### src/rtl/core/rsc_pkg.sv
// Package for the range scan to Cartesian point converter.
// Holds shared types, register codes, reset values and sine coefficients.
// No dependencies.
`timescale 1ns / 1ps

package rsc_pkg;

  localparam int MAX_COLUMNS_DEF = 1024;
  localparam int MAX_ROWS_DEF    = 64;

  localparam int CFG_IDX_W  = 3;
  localparam int CFG_DATA_W = 16;
  localparam int COL_CNT_W  = 11;
  localparam int ROW_CNT_W  = 7;
  localparam int ANGLE_W    = 16;
  localparam int STEP_W     = 15;
  localparam int DEPTH_W    = 24;
  localparam int INTENS_W   = 16;
  localparam int POS_W      = 25;
  localparam int RING_W     = 6;

  localparam int JOB_Q_DEPTH = 2;
  localparam int OUT_Q_DEPTH = 2;

  localparam logic [ANGLE_W-1:0]   AZ_START_RST   = 16'hE000;
  localparam logic [STEP_W-1:0]    AZ_STEP_RST    = 15'd64;
  localparam logic [ANGLE_W-1:0]   INCL_START_RST = 16'hF000;
  localparam logic [STEP_W-1:0]    INCL_STEP_RST  = 15'd2048;
  localparam logic [COL_CNT_W-1:0] COL_CNT_RST    = 11'd257;
  localparam logic [ROW_CNT_W-1:0] ROW_CNT_RST    = 7'd3;

  // Q30 Taylor coefficients of sin(pi/2*u)
  localparam logic [30:0] SIN_C1 = 31'd1686629713;
  localparam logic [30:0] SIN_C3 = 31'd693598668;
  localparam logic [30:0] SIN_C5 = 31'd85569306;
  localparam logic [30:0] SIN_C7 = 31'd5026995;
  localparam logic [30:0] SIN_C9 = 31'd172272;

  typedef enum logic [CFG_IDX_W-1:0] {
    REG_AZ_START   = 3'd0,
    REG_AZ_STEP    = 3'd1,
    REG_INCL_START = 3'd2,
    REG_INCL_STEP  = 3'd3,
    REG_COL_COUNT  = 3'd4,
    REG_ROW_COUNT  = 3'd5
  } cfg_reg_e;

  typedef enum logic [1:0] {
    BK_IDLE,
    BK_SINE,
    BK_POINT,
    BK_PUSH
  } back_state_e;

  typedef struct packed {
    logic [DEPTH_W-1:0]  depth;
    logic                invalid;
    logic [INTENS_W-1:0] intensity;
    logic [ANGLE_W-1:0]  az;
    logic [ANGLE_W-1:0]  incl;
    logic [RING_W-1:0]   ring;
    logic                frame_end;
    logic                dense;
  } job_t;

  typedef struct packed {
    logic signed [POS_W-1:0] x_pos;
    logic signed [POS_W-1:0] y_pos;
    logic signed [POS_W-1:0] z_pos;
    logic [INTENS_W-1:0]     intensity;
    logic [RING_W-1:0]       ring;
    logic                    frame_end;
    logic                    dense;
  } result_t;

  // Horner coefficient used at sine step 1..4
  function automatic logic [30:0] sine_coef(input logic [2:0] step);
    logic [30:0] c;
    case (step)
      3'd1:    c = SIN_C7;
      3'd2:    c = SIN_C5;
      3'd3:    c = SIN_C3;
      3'd4:    c = SIN_C1;
      default: c = '0;
    endcase
    return c;
  endfunction

endpackage

### src/rtl/core/rsc_fifo.sv
// Small register queue used between the converter stages.
// Depends on nothing; WIDTH and DEPTH set storage.
`timescale 1ns / 1ps

module rsc_fifo #(
  parameter int WIDTH = 8,
  parameter int DEPTH = 2
) (
  input  logic             clk_i,
  input  logic             rst_ni,
  input  logic             push_i,
  input  logic [WIDTH-1:0] wdata_i,
  output logic             full_o,
  input  logic             pop_i,
  output logic [WIDTH-1:0] rdata_o,
  output logic             empty_o
);

  localparam int AW = (DEPTH > 1) ? $clog2(DEPTH) : 1;

  logic [WIDTH-1:0] mem_q [DEPTH];
  logic [AW-1:0]    wr_ptr_q, rd_ptr_q;
  logic [AW:0]      cnt_q;
  logic             do_push, do_pop;

  assign full_o  = (cnt_q == (AW+1)'(DEPTH));
  assign empty_o = (cnt_q == '0);
  assign do_push = push_i & ~full_o;
  assign do_pop  = pop_i & ~empty_o;
  assign rdata_o = mem_q[rd_ptr_q];

  always_ff @(posedge clk_i or negedge rst_ni) begin
    if (!rst_ni) begin
      wr_ptr_q <= '0;
      rd_ptr_q <= '0;
      cnt_q    <= '0;
    end else begin
      if (do_push) begin
        wr_ptr_q <= (wr_ptr_q == AW'(DEPTH-1)) ? '0 : wr_ptr_q + AW'(1);
      end
      if (do_pop) begin
        rd_ptr_q <= (rd_ptr_q == AW'(DEPTH-1)) ? '0 : rd_ptr_q + AW'(1);
      end
      if (do_push && !do_pop) begin
        cnt_q <= cnt_q + (AW+1)'(1);
      end else if (do_pop && !do_push) begin
        cnt_q <= cnt_q - (AW+1)'(1);
      end
    end
  end

  always_ff @(posedge clk_i) begin
    if (do_push) begin
      mem_q[wr_ptr_q] <= wdata_i;
    end
  end

endmodule

### src/rtl/core/rsc_front.sv
// Front stage: configuration registers, scan counters and angle tracking.
// Turns each accepted sample into a job; uses rsc_pkg.
`timescale 1ns / 1ps

module rsc_front #(
  parameter int MAX_COLUMNS = rsc_pkg::MAX_COLUMNS_DEF,
  parameter int MAX_ROWS    = rsc_pkg::MAX_ROWS_DEF
) (
  input  logic                             clk_i,
  input  logic                             rst_ni,
  input  logic                             wr_en_i,
  input  logic [rsc_pkg::CFG_IDX_W-1:0]    wr_idx_i,
  input  logic [rsc_pkg::CFG_DATA_W-1:0]   wr_data_i,
  input  logic                             push_i,
  input  logic [rsc_pkg::DEPTH_W-1:0]      depth_i,
  input  logic                             depth_invalid_i,
  input  logic [rsc_pkg::INTENS_W-1:0]     intensity_i,
  input  logic                             job_full_i,
  output logic                             job_push_o,
  output rsc_pkg::job_t                    job_o
);

  import rsc_pkg::*;

  localparam int CW    = $clog2(MAX_COLUMNS);
  localparam int CMPW  = (CW + 1 > COL_CNT_W) ? CW + 1 : COL_CNT_W;
  localparam int RW    = (MAX_ROWS > 1) ? $clog2(MAX_ROWS) : 1;
  localparam int RCMPW = (RW + 1 > ROW_CNT_W) ? RW + 1 : ROW_CNT_W;

  logic [ANGLE_W-1:0]   az_start_q, incl_start_q;
  logic [STEP_W-1:0]    az_step_q, incl_step_q;
  logic [COL_CNT_W-1:0] col_cnt_q;
  logic [ROW_CNT_W-1:0] row_cnt_q;

  logic [CW-1:0]        col_q;
  logic [RW-1:0]        row_q;
  logic [ANGLE_W-1:0]   az_q, incl_q;
  logic                 dense_q;

  logic [CMPW-1:0]      cols_ext, cols_eff;
  logic [RCMPW-1:0]     rows_ext, rows_eff;
  logic                 last_col, last_row, accept;
  logic [RW+RING_W-1:0] ring_ext;

  assign accept     = push_i & ~job_full_i;
  assign job_push_o = accept;

  always_comb begin
    cols_ext = CMPW'(col_cnt_q);
    if (cols_ext == '0) begin
      cols_eff = CMPW'(1);
    end else if (cols_ext > CMPW'(MAX_COLUMNS)) begin
      cols_eff = CMPW'(MAX_COLUMNS);
    end else begin
      cols_eff = cols_ext;
    end
    rows_ext = RCMPW'(row_cnt_q);
    if (rows_ext == '0) begin
      rows_eff = RCMPW'(1);
    end else if (rows_ext > RCMPW'(MAX_ROWS)) begin
      rows_eff = RCMPW'(MAX_ROWS);
    end else begin
      rows_eff = rows_ext;
    end
    last_col = (CMPW'(col_q) + CMPW'(1)) >= cols_eff;
    last_row = (RCMPW'(row_q) + RCMPW'(1)) >= rows_eff;
    ring_ext = (RW+RING_W)'(row_q);
  end

  always_comb begin
    job_o.depth     = depth_i;
    job_o.invalid   = depth_invalid_i;
    job_o.intensity = intensity_i;
    job_o.az        = az_q;
    job_o.incl      = incl_q;
    job_o.ring      = ring_ext[RING_W-1:0];
    job_o.frame_end = last_col & last_row;
    job_o.dense     = dense_q & ~depth_invalid_i;
  end

  always_ff @(posedge clk_i or negedge rst_ni) begin
    if (!rst_ni) begin
      az_start_q   <= AZ_START_RST;
      az_step_q    <= AZ_STEP_RST;
      incl_start_q <= INCL_START_RST;
      incl_step_q  <= INCL_STEP_RST;
      col_cnt_q    <= COL_CNT_RST;
      row_cnt_q    <= ROW_CNT_RST;
    end else if (wr_en_i) begin
      case (cfg_reg_e'(wr_idx_i))
        REG_AZ_START:   az_start_q   <= wr_data_i;
        REG_AZ_STEP:    az_step_q    <= wr_data_i[STEP_W-1:0];
        REG_INCL_START: incl_start_q <= wr_data_i;
        REG_INCL_STEP:  incl_step_q  <= wr_data_i[STEP_W-1:0];
        REG_COL_COUNT:  col_cnt_q    <= wr_data_i[COL_CNT_W-1:0];
        REG_ROW_COUNT:  row_cnt_q    <= wr_data_i[ROW_CNT_W-1:0];
        default: ;
      endcase
    end
  end

  always_ff @(posedge clk_i or negedge rst_ni) begin
    if (!rst_ni) begin
      col_q   <= '0;
      row_q   <= '0;
      az_q    <= AZ_START_RST;
      incl_q  <= INCL_START_RST;
      dense_q <= 1'b1;
    end else if (accept) begin
      if (!last_col) begin
        col_q   <= col_q + CW'(1);
        az_q    <= az_q + ANGLE_W'(az_step_q);
        dense_q <= dense_q & ~depth_invalid_i;
      end else begin
        col_q <= '0;
        az_q  <= az_start_q;
        if (!last_row) begin
          row_q   <= row_q + RW'(1);
          incl_q  <= incl_q + ANGLE_W'(incl_step_q);
          dense_q <= dense_q & ~depth_invalid_i;
        end else begin
          row_q   <= '0;
          incl_q  <= incl_start_q;
          dense_q <= 1'b1;
        end
      end
    end
  end

endmodule

### src/rtl/core/rsc_back.sv
// Back stage: shared polynomial sine unit and point multiplier.
// Works one job at a time and pushes the result; uses rsc_pkg.
`timescale 1ns / 1ps

module rsc_back (
  input  logic             clk_i,
  input  logic             rst_ni,
  input  rsc_pkg::job_t    job_i,
  input  logic             job_empty_i,
  output logic             job_pop_o,
  output rsc_pkg::result_t res_o,
  output logic             res_push_o,
  input  logic             res_full_i
);

  import rsc_pkg::*;

  back_state_e state_q, state_d;
  logic [1:0]  sel_q;
  logic [2:0]  step_q;

  job_t        job_q;
  logic [30:0] v_q, p_q;
  logic [14:0] mag_q [4];
  logic [3:0]  neg_q;
  logic [38:0] t_q;
  logic signed [POS_W-1:0] x_q, y_q, z_q;

  logic [ANGLE_W-1:0] ang, ang_f;
  logic [1:0]  quad;
  logic [14:0] r;
  logic [30:0] u_c, pm_a, pm_b;
  logic [61:0] pm_prod;
  logic [31:0] pm_hi;
  logic [30:0] p_new;
  logic [16:0] s_rnd;
  logic [14:0] s_mag;
  logic [38:0] xa;
  logic [14:0] xb;
  logic [53:0] xprod;
  logic [DEPTH_W-1:0] rnd15, rnd30;

  function automatic logic signed [POS_W-1:0] signed_pos(input logic [DEPTH_W-1:0] m,
                                                          input logic neg);
    logic signed [POS_W-1:0] v;
    v = $signed({1'b0, m});
    return neg ? -v : v;
  endfunction

  // sel: 0 cos az, 1 sin az, 2 cos incl, 3 sin incl
  always_comb begin
    ang   = sel_q[1] ? job_q.incl : job_q.az;
    ang_f = sel_q[0] ? ang : ang + 16'd16384;
    quad  = ang_f[15:14];
    r     = quad[0] ? 15'd16384 - {1'b0, ang_f[13:0]} : {1'b0, ang_f[13:0]};
    u_c   = {r, 16'b0};
    case (step_q)
      3'd0: begin
        pm_a = u_c;
        pm_b = u_c;
      end
      3'd1: begin
        pm_a = SIN_C9;
        pm_b = v_q;
      end
      3'd2, 3'd3, 3'd4: begin
        pm_a = p_q;
        pm_b = v_q;
      end
      default: begin
        pm_a = u_c;
        pm_b = p_q;
      end
    endcase
    pm_prod = 62'(pm_a) * 62'(pm_b);
    pm_hi   = pm_prod[61:30];
    p_new   = 31'(32'(sine_coef(step_q)) - pm_hi);
    s_rnd   = 17'((pm_hi + 32'd16384) >> 15);
    s_mag   = (s_rnd > 17'd32767) ? 15'h7FFF : s_rnd[14:0];
  end

  always_comb begin
    case (step_q[1:0])
      2'd0: begin
        xa = 39'(job_q.depth);
        xb = mag_q[2];
      end
      2'd1: begin
        xa = 39'(job_q.depth);
        xb = mag_q[3];
      end
      2'd2: begin
        xa = t_q;
        xb = mag_q[0];
      end
      default: begin
        xa = t_q;
        xb = mag_q[1];
      end
    endcase
    xprod = 54'(xa) * 54'(xb);
    rnd15 = DEPTH_W'((xprod + (54'd1 << 14)) >> 15);
    rnd30 = DEPTH_W'((xprod + (54'd1 << 29)) >> 30);
  end

  always_comb begin
    state_d    = state_q;
    job_pop_o  = 1'b0;
    res_push_o = 1'b0;
    case (state_q)
      BK_IDLE: begin
        if (!job_empty_i) begin
          job_pop_o = 1'b1;
          state_d   = BK_SINE;
        end
      end
      BK_SINE: begin
        if (step_q == 3'd5 && sel_q == 2'd3) begin
          state_d = BK_POINT;
        end
      end
      BK_POINT: begin
        if (step_q == 3'd3) begin
          state_d = BK_PUSH;
        end
      end
      BK_PUSH: begin
        if (!res_full_i) begin
          res_push_o = 1'b1;
          state_d    = BK_IDLE;
        end
      end
      default: state_d = BK_IDLE;
    endcase
  end

  always_ff @(posedge clk_i or negedge rst_ni) begin
    if (!rst_ni) begin
      state_q <= BK_IDLE;
      sel_q   <= '0;
      step_q  <= '0;
    end else begin
      state_q <= state_d;
      case (state_q)
        BK_SINE: begin
          if (step_q == 3'd5) begin
            step_q <= '0;
            sel_q  <= sel_q + 2'd1;
          end else begin
            step_q <= step_q + 3'd1;
          end
        end
        BK_POINT: begin
          step_q <= (step_q == 3'd3) ? 3'd0 : step_q + 3'd1;
        end
        default: begin
          step_q <= '0;
          sel_q  <= '0;
        end
      endcase
    end
  end

  always_ff @(posedge clk_i) begin
    case (state_q)
      BK_IDLE: begin
        if (!job_empty_i) begin
          job_q <= job_i;
        end
      end
      BK_SINE: begin
        case (step_q)
          3'd0:             v_q <= pm_hi[30:0];
          3'd1, 3'd2, 3'd3, 3'd4: p_q <= p_new;
          default: begin
            mag_q[sel_q] <= s_mag;
            neg_q[sel_q] <= quad[1];
          end
        endcase
      end
      BK_POINT: begin
        case (step_q[1:0])
          2'd0:    t_q <= xprod[38:0];
          2'd1:    z_q <= signed_pos(rnd15, neg_q[3]);
          2'd2:    x_q <= signed_pos(rnd30, neg_q[2] ^ neg_q[0]);
          default: y_q <= signed_pos(rnd30, neg_q[2] ^ neg_q[1]);
        endcase
      end
      default: ;
    endcase
  end

  always_comb begin
    res_o.x_pos     = job_q.invalid ? '0 : x_q;
    res_o.y_pos     = job_q.invalid ? '0 : y_q;
    res_o.z_pos     = job_q.invalid ? '0 : z_q;
    res_o.intensity = job_q.intensity;
    res_o.ring      = job_q.ring;
    res_o.frame_end = job_q.frame_end;
    res_o.dense     = job_q.dense;
  end

endmodule

### src/rtl/core/range_scan_to_cartesian_points.sv
// Range scan to Cartesian points, top level: front, job queue, back, result queue.
// The back stage works one job at a time: it takes a job from the job queue, runs the
// shared sine multiplier (4 angles x 6 steps) and 4 point multiplies, then hands over its
// result once the result queue has room; only then does it take the next job.
// The job queue holds 2 samples beside the one in the back stage, so an idle block
// takes an input burst of 3 at once.
// Reset is asynchronous and active low; it restores the register defaults and
// restarts the scan at column 0, row 0 with the dense flag set. No clearing pass.
`timescale 1ns / 1ps

module range_scan_to_cartesian_points #(
  parameter int MAX_COLUMNS = rsc_pkg::MAX_COLUMNS_DEF,
  parameter int MAX_ROWS    = rsc_pkg::MAX_ROWS_DEF
) (
  input  logic                                clk_i,
  input  logic                                rst_ni,
  input  logic                                wr_en_i,
  input  logic [rsc_pkg::CFG_IDX_W-1:0]       wr_idx_i,
  input  logic [rsc_pkg::CFG_DATA_W-1:0]      wr_data_i,
  input  logic                                push,
  output logic                                full,
  input  logic [rsc_pkg::DEPTH_W-1:0]         depth_i,
  input  logic                                depth_invalid_i,
  input  logic [rsc_pkg::INTENS_W-1:0]        intensity_i,
  output logic                                empty,
  input  logic                                pop,
  output logic signed [rsc_pkg::POS_W-1:0]    x_pos_o,
  output logic signed [rsc_pkg::POS_W-1:0]    y_pos_o,
  output logic signed [rsc_pkg::POS_W-1:0]    z_pos_o,
  output logic [rsc_pkg::INTENS_W-1:0]        intensity_out_o,
  output logic [rsc_pkg::RING_W-1:0]          ring_o,
  output logic                                frame_end_o,
  output logic                                frame_dense_o
);

  import rsc_pkg::*;

  job_t    job_wr, job_rd;
  result_t res_wr, res_rd;
  logic [$bits(job_t)-1:0]    job_rdata;
  logic [$bits(result_t)-1:0] res_rdata;
  logic job_push, job_full, job_pop, job_empty;
  logic res_push, res_full;

  assign full   = job_full;
  assign job_rd = job_t'(job_rdata);
  assign res_rd = result_t'(res_rdata);

  rsc_front #(
    .MAX_COLUMNS(MAX_COLUMNS),
    .MAX_ROWS   (MAX_ROWS)
  ) u_front (
    .clk_i          (clk_i),
    .rst_ni         (rst_ni),
    .wr_en_i        (wr_en_i),
    .wr_idx_i       (wr_idx_i),
    .wr_data_i      (wr_data_i),
    .push_i         (push),
    .depth_i        (depth_i),
    .depth_invalid_i(depth_invalid_i),
    .intensity_i    (intensity_i),
    .job_full_i     (job_full),
    .job_push_o     (job_push),
    .job_o          (job_wr)
  );

  rsc_fifo #(
    .WIDTH($bits(job_t)),
    .DEPTH(JOB_Q_DEPTH)
  ) u_job_q (
    .clk_i  (clk_i),
    .rst_ni (rst_ni),
    .push_i (job_push),
    .wdata_i(job_wr),
    .full_o (job_full),
    .pop_i  (job_pop),
    .rdata_o(job_rdata),
    .empty_o(job_empty)
  );

  rsc_back u_back (
    .clk_i      (clk_i),
    .rst_ni     (rst_ni),
    .job_i      (job_rd),
    .job_empty_i(job_empty),
    .job_pop_o  (job_pop),
    .res_o      (res_wr),
    .res_push_o (res_push),
    .res_full_i (res_full)
  );

  rsc_fifo #(
    .WIDTH($bits(result_t)),
    .DEPTH(OUT_Q_DEPTH)
  ) u_res_q (
    .clk_i  (clk_i),
    .rst_ni (rst_ni),
    .push_i (res_push),
    .wdata_i(res_wr),
    .full_o (res_full),
    .pop_i  (pop),
    .rdata_o(res_rdata),
    .empty_o(empty)
  );

  assign x_pos_o         = res_rd.x_pos;
  assign y_pos_o         = res_rd.y_pos;
  assign z_pos_o         = res_rd.z_pos;
  assign intensity_out_o = res_rd.intensity;
  assign ring_o          = res_rd.ring;
  assign frame_end_o     = res_rd.frame_end;
  assign frame_dense_o   = res_rd.dense;

endmodule

### config.mk
export PLATFORM = sky130hd
export DESIGN_NAME = range_scan_to_cartesian_points
export DESIGN_NICKNAME = d
export VERILOG_FILES = /design/src/rtl/core/rsc_pkg.sv /design/src/rtl/core/rsc_fifo.sv /design/src/rtl/core/rsc_front.sv /design/src/rtl/core/rsc_back.sv /design/src/rtl/core/range_scan_to_cartesian_points.sv
export SDC_FILE = /design/constraint.sdc
export NUM_CORES = 2
export LEC_CHECK = 0
export ABC_AREA = 1
export BUFFER_PORTS_ARGS = -buffer_cell sky130_fd_sc_hd__buf_2
export CAP_MARGIN = 20
export CORE_ASPECT_RATIO = 1.1
export CORE_MARGIN = 4
export CORE_UTILIZATION = 45
export DETAILED_ROUTE_END_ITERATION = 8
export HOLD_SLACK_MARGIN = 0.1
export PLACE_DENSITY_LB_ADDON = 0.15
export SLEW_MARGIN = 20
export SYNTH_ARGS = -nofsm -noshare
export SYNTH_HDL_FRONTEND = slang
export SYNTH_SLANG_ARGS = --single-unit
### constraint.sdc
create_clock -name clk_i -period 10.5 [get_ports clk_i]
set_clock_uncertainty 0.15 [all_clocks]
set_input_delay 2.1 -clock clk_i [delete_from_list [all_inputs] [get_ports clk_i]]
set_output_delay 2.1 -clock clk_i [all_outputs]
set_load 0.01 [all_outputs]
==> impl_metrics.ini <==
[status]
status = finished clean

[clock_network]
numCtsBuffers = 88
cts_sinks = 825
path_clk_slew_ns = 0.07
clock-root-buffer = clkbuf_16
htreeDepth = 3
cts_hold_buf = 0
clockBufferDepth = 3
cts_tree = done
clk_latency_ns = 0.74

[timing]
max_slew_margin_pct = 13.7
worstMarginPinSlew_ns = 1.28
report.final.hold_viol_count = 0
rsz0062_at_grt = true
drv_slew = 0
setup_violations = 0
fmax_mhz = 96.2
fin_crit_sh_pct = 99.0
period_needed_ns = 10.40

[floorplanning]
dieArea_um2 = 205000
chipHeight_um = 474
rows = 170
die_w_um = 432
start_util_pct = 45.4
fp.coreArea_um2 = 196000
ios = 166

[min_path]
hold_path_depth = 0
hold_path.class = register to register

[synthesis]
postSynthCellCount = 10400
synth_top_family_by_area = adder cells
synthTopCellsByArea = fa_1 (30%), edfxtp_1 (23%), nand2_1 (13%)
ys_seq_area_share_pct = 27.1
ys_seq_elements = 825
synthSimpleGateAreaFrac_pct = 19.9
synth_top_cell_by_area = fa_1
avgSynthCellArea_um2 = 8.55
synthArstFlopShare_pct = 17.5
synthTopCellsByCount = nand2_1 (2969), inv_1 (2108), fa_1 (1318), nor2_1 (984), edfxtp_1 (681)
synthAdderAreaFrac_pct = 36.3
synth_xor_area_share_pct = 1.78
synthesis.area_um2 = 88800
yosys_most_used_dff = edfxtp_1
synthMuxAreaShare_pct = 0.113
synth.most_common_cell = nand2_1
synth_edf_count = 681
synth_warnings = 0
synth_top_area_share_pct = 29.7
synth_nets = 12200
synth-compound-area-share_pct = 4.16
yosysUniqueCellTypes = 61

[layout]
num-fill-cells = 18200
final_nets = 13500
instances_no_fill = 14300
drive_gt1_share_pct = 19.3
seq_area_um2 = 24100
area_growth_syn_to_layout_pct = 22.0
multi_input_area_um2 = 57900

[global_routing]
overflow = 0
grt_pass1_wl_um = 452000
first_global_vias = 76300
grt_max_degree = 88
antenna_found_initial = 3
grt_usage_pct = 29.0

[routing]
antenna_left = 0
dr.pass1.iters = 8
wl_met3_um = 19400
drt-total-wl_um = 292000
route.top_layer_used = met5
drt_iter0_markers = 5574
viasPerCell = 5.09
drc = 0
avgRoutedWirePerCell_um = 20.4
drt-met1-wl_um = 129000
wl_met2_um = 133000
num_vias = 72900

[worst_setup_path]
r2r_slack_ns = 0.10
cp_max_fo = 8
start_kind = register
criticalPathCategory = register to register
r2r-end = u_back.p_q[29]
arrival_ns = 10.73
crit_family = adder cells
worst-path-stages = 55
path_buf_inv = 15
reg2reg_depth = 55
endpoint = u_back.p_q[29]
r2r_start = u_back.sel_q[1]
slowest_stage = fa_2
cp-startpoint = u_back.sel_q[1]
crit_required_ns = 10.83
cpPeakStageDelay_ns = 0.58
cp-end-kind = register

[job]
maxCapViolations = 0

[placed_design]
port_buffers = 165
place_congestion = 0.969
dp.cells = 14000
dp_hpwl_um = 241000
[sequential cells by signal (all words and copies together), names as in the netlist, 16 cells and up]
| register | count |
|---|---|
| u_res_q.mem_q | 198 |
| u_back.mag_q | 60 |
| u_front.incl_q | 16 |
| u_back.x_q | 25 |
| u_back.p_q | 31 |
| u_front.az_start_q | 16 |
| u_front.az_q | 16 |
| u_job_q.mem_q | 162 |
| u_front.incl_start_q | 16 |
| u_back.res_o | 24 |
| u_back.z_q | 25 |
| u_back.v_q | 31 |
| u_back.t_q | 39 |
| u_back.y_q | 25 |
| u_back.job_q | 57 |
[cell type report]
| type | instances | area share, % |
|---|---|---|
| clock buffers | 106 | 2.11 |
| well taps | 2580 | 2.98 |
| flip-flops and latches | 825 | 22.2 |
| repair buffers | 1501 | 11.1 |
| multi-input cells | 7077 | 53.4 |
| diodes | 2 | 0.00462 |
| clock inverters | 57 | 0.543 |
| inverters | 2176 | 7.58 |
[kinds of logic after synthesis]
kind of cell,Yosys count
mux,10
flops,825
xor+xnor,169
compound gates,678
buf+inv,2485
fa+ha+maj,1789
simple gates,4431
[how the worst min path moves through the flow]
stage | from | to | slack (ns)
after floorplan | u_back.res_o[0] | u_res_q.mem_q[0][0] | 0.27
after global placement | u_back.res_o[12] | u_res_q.mem_q[0][12] | 0.27
after detailed placement | u_back.res_o[16] | u_res_q.mem_q[1][16] | 0.28
after CTS | u_back.res_o[16] | u_res_q.mem_q[0][16] | 0.29
after global routing | u_back.res_o[23] | u_res_q.mem_q[0][23] | 0.31
final | u_back.res_o[17] | u_res_q.mem_q[1][17] | 0.29
[cell usage in the layout, fill, tap and decap left out, types with 23 or more instances in the layout]
cell type	n
nand2_1	2913
inv_1	2064
fa_1	1293
buf_4	1225
nor2_1	899
edfxtp_1	681
ha_1	425
o21ai_0	207
nand3_1	199
buf_2	164
a21oi_1	162
dfrtp_1	120
nand4_1	94
xor2_1	91
clkbuf_16	91
nand2_2	76
o21ai_1	76
buf_12	75
nor2_2	70
inv_2	65
a21oi_2	51
nor2_4	50
xnor2_1	43
ha_4	43
clkinv_1	42
o21ai_2	33
buf_6	27
nor3_1	25
fa_2	25
o211ai_1	23
[layer usage]
metal | GRT usage [%] | vias up
li1 | - | 33900
met1 | 40.9 | 36200
met2 | 46.5 | 2329
met3 | 4.29 | 426
met4 | 8.94 | 4
met5 | 0 | -
[what timing repair did]
item	4_1_cts	5_1_grt
pin swaps	112	149
gates resized for setup	251	354
gates cloned	1	2
setup endpoints to repair	79	118
setup buffers	65	46
[through the flow]
stage | instance area (um2) | setup slack [ns] | utilization [%] | hold WS [ns] | setup TNS, ns
finish | 108000 | 0.101 | 55.3 | 0.293 | 0
global route | 108000 | -0.348 | 55.3 | 0.306 | -10.67
CTS | 106000 | -0.0316 | 54.3 | 0.294 | -0.0490
detailed placement | 102000 | -0.813 | 52.1 | 0.280 | -25.92
global placement | 102000 | -0.753 | 52.1 | 0.272 | -21.32
floorplan | 88800 | 0.177 | - | 0.271 | 0
Power is not shown: default switching activity piles up to over one toggle a cycle in this logic, so the estimate is an artifact.
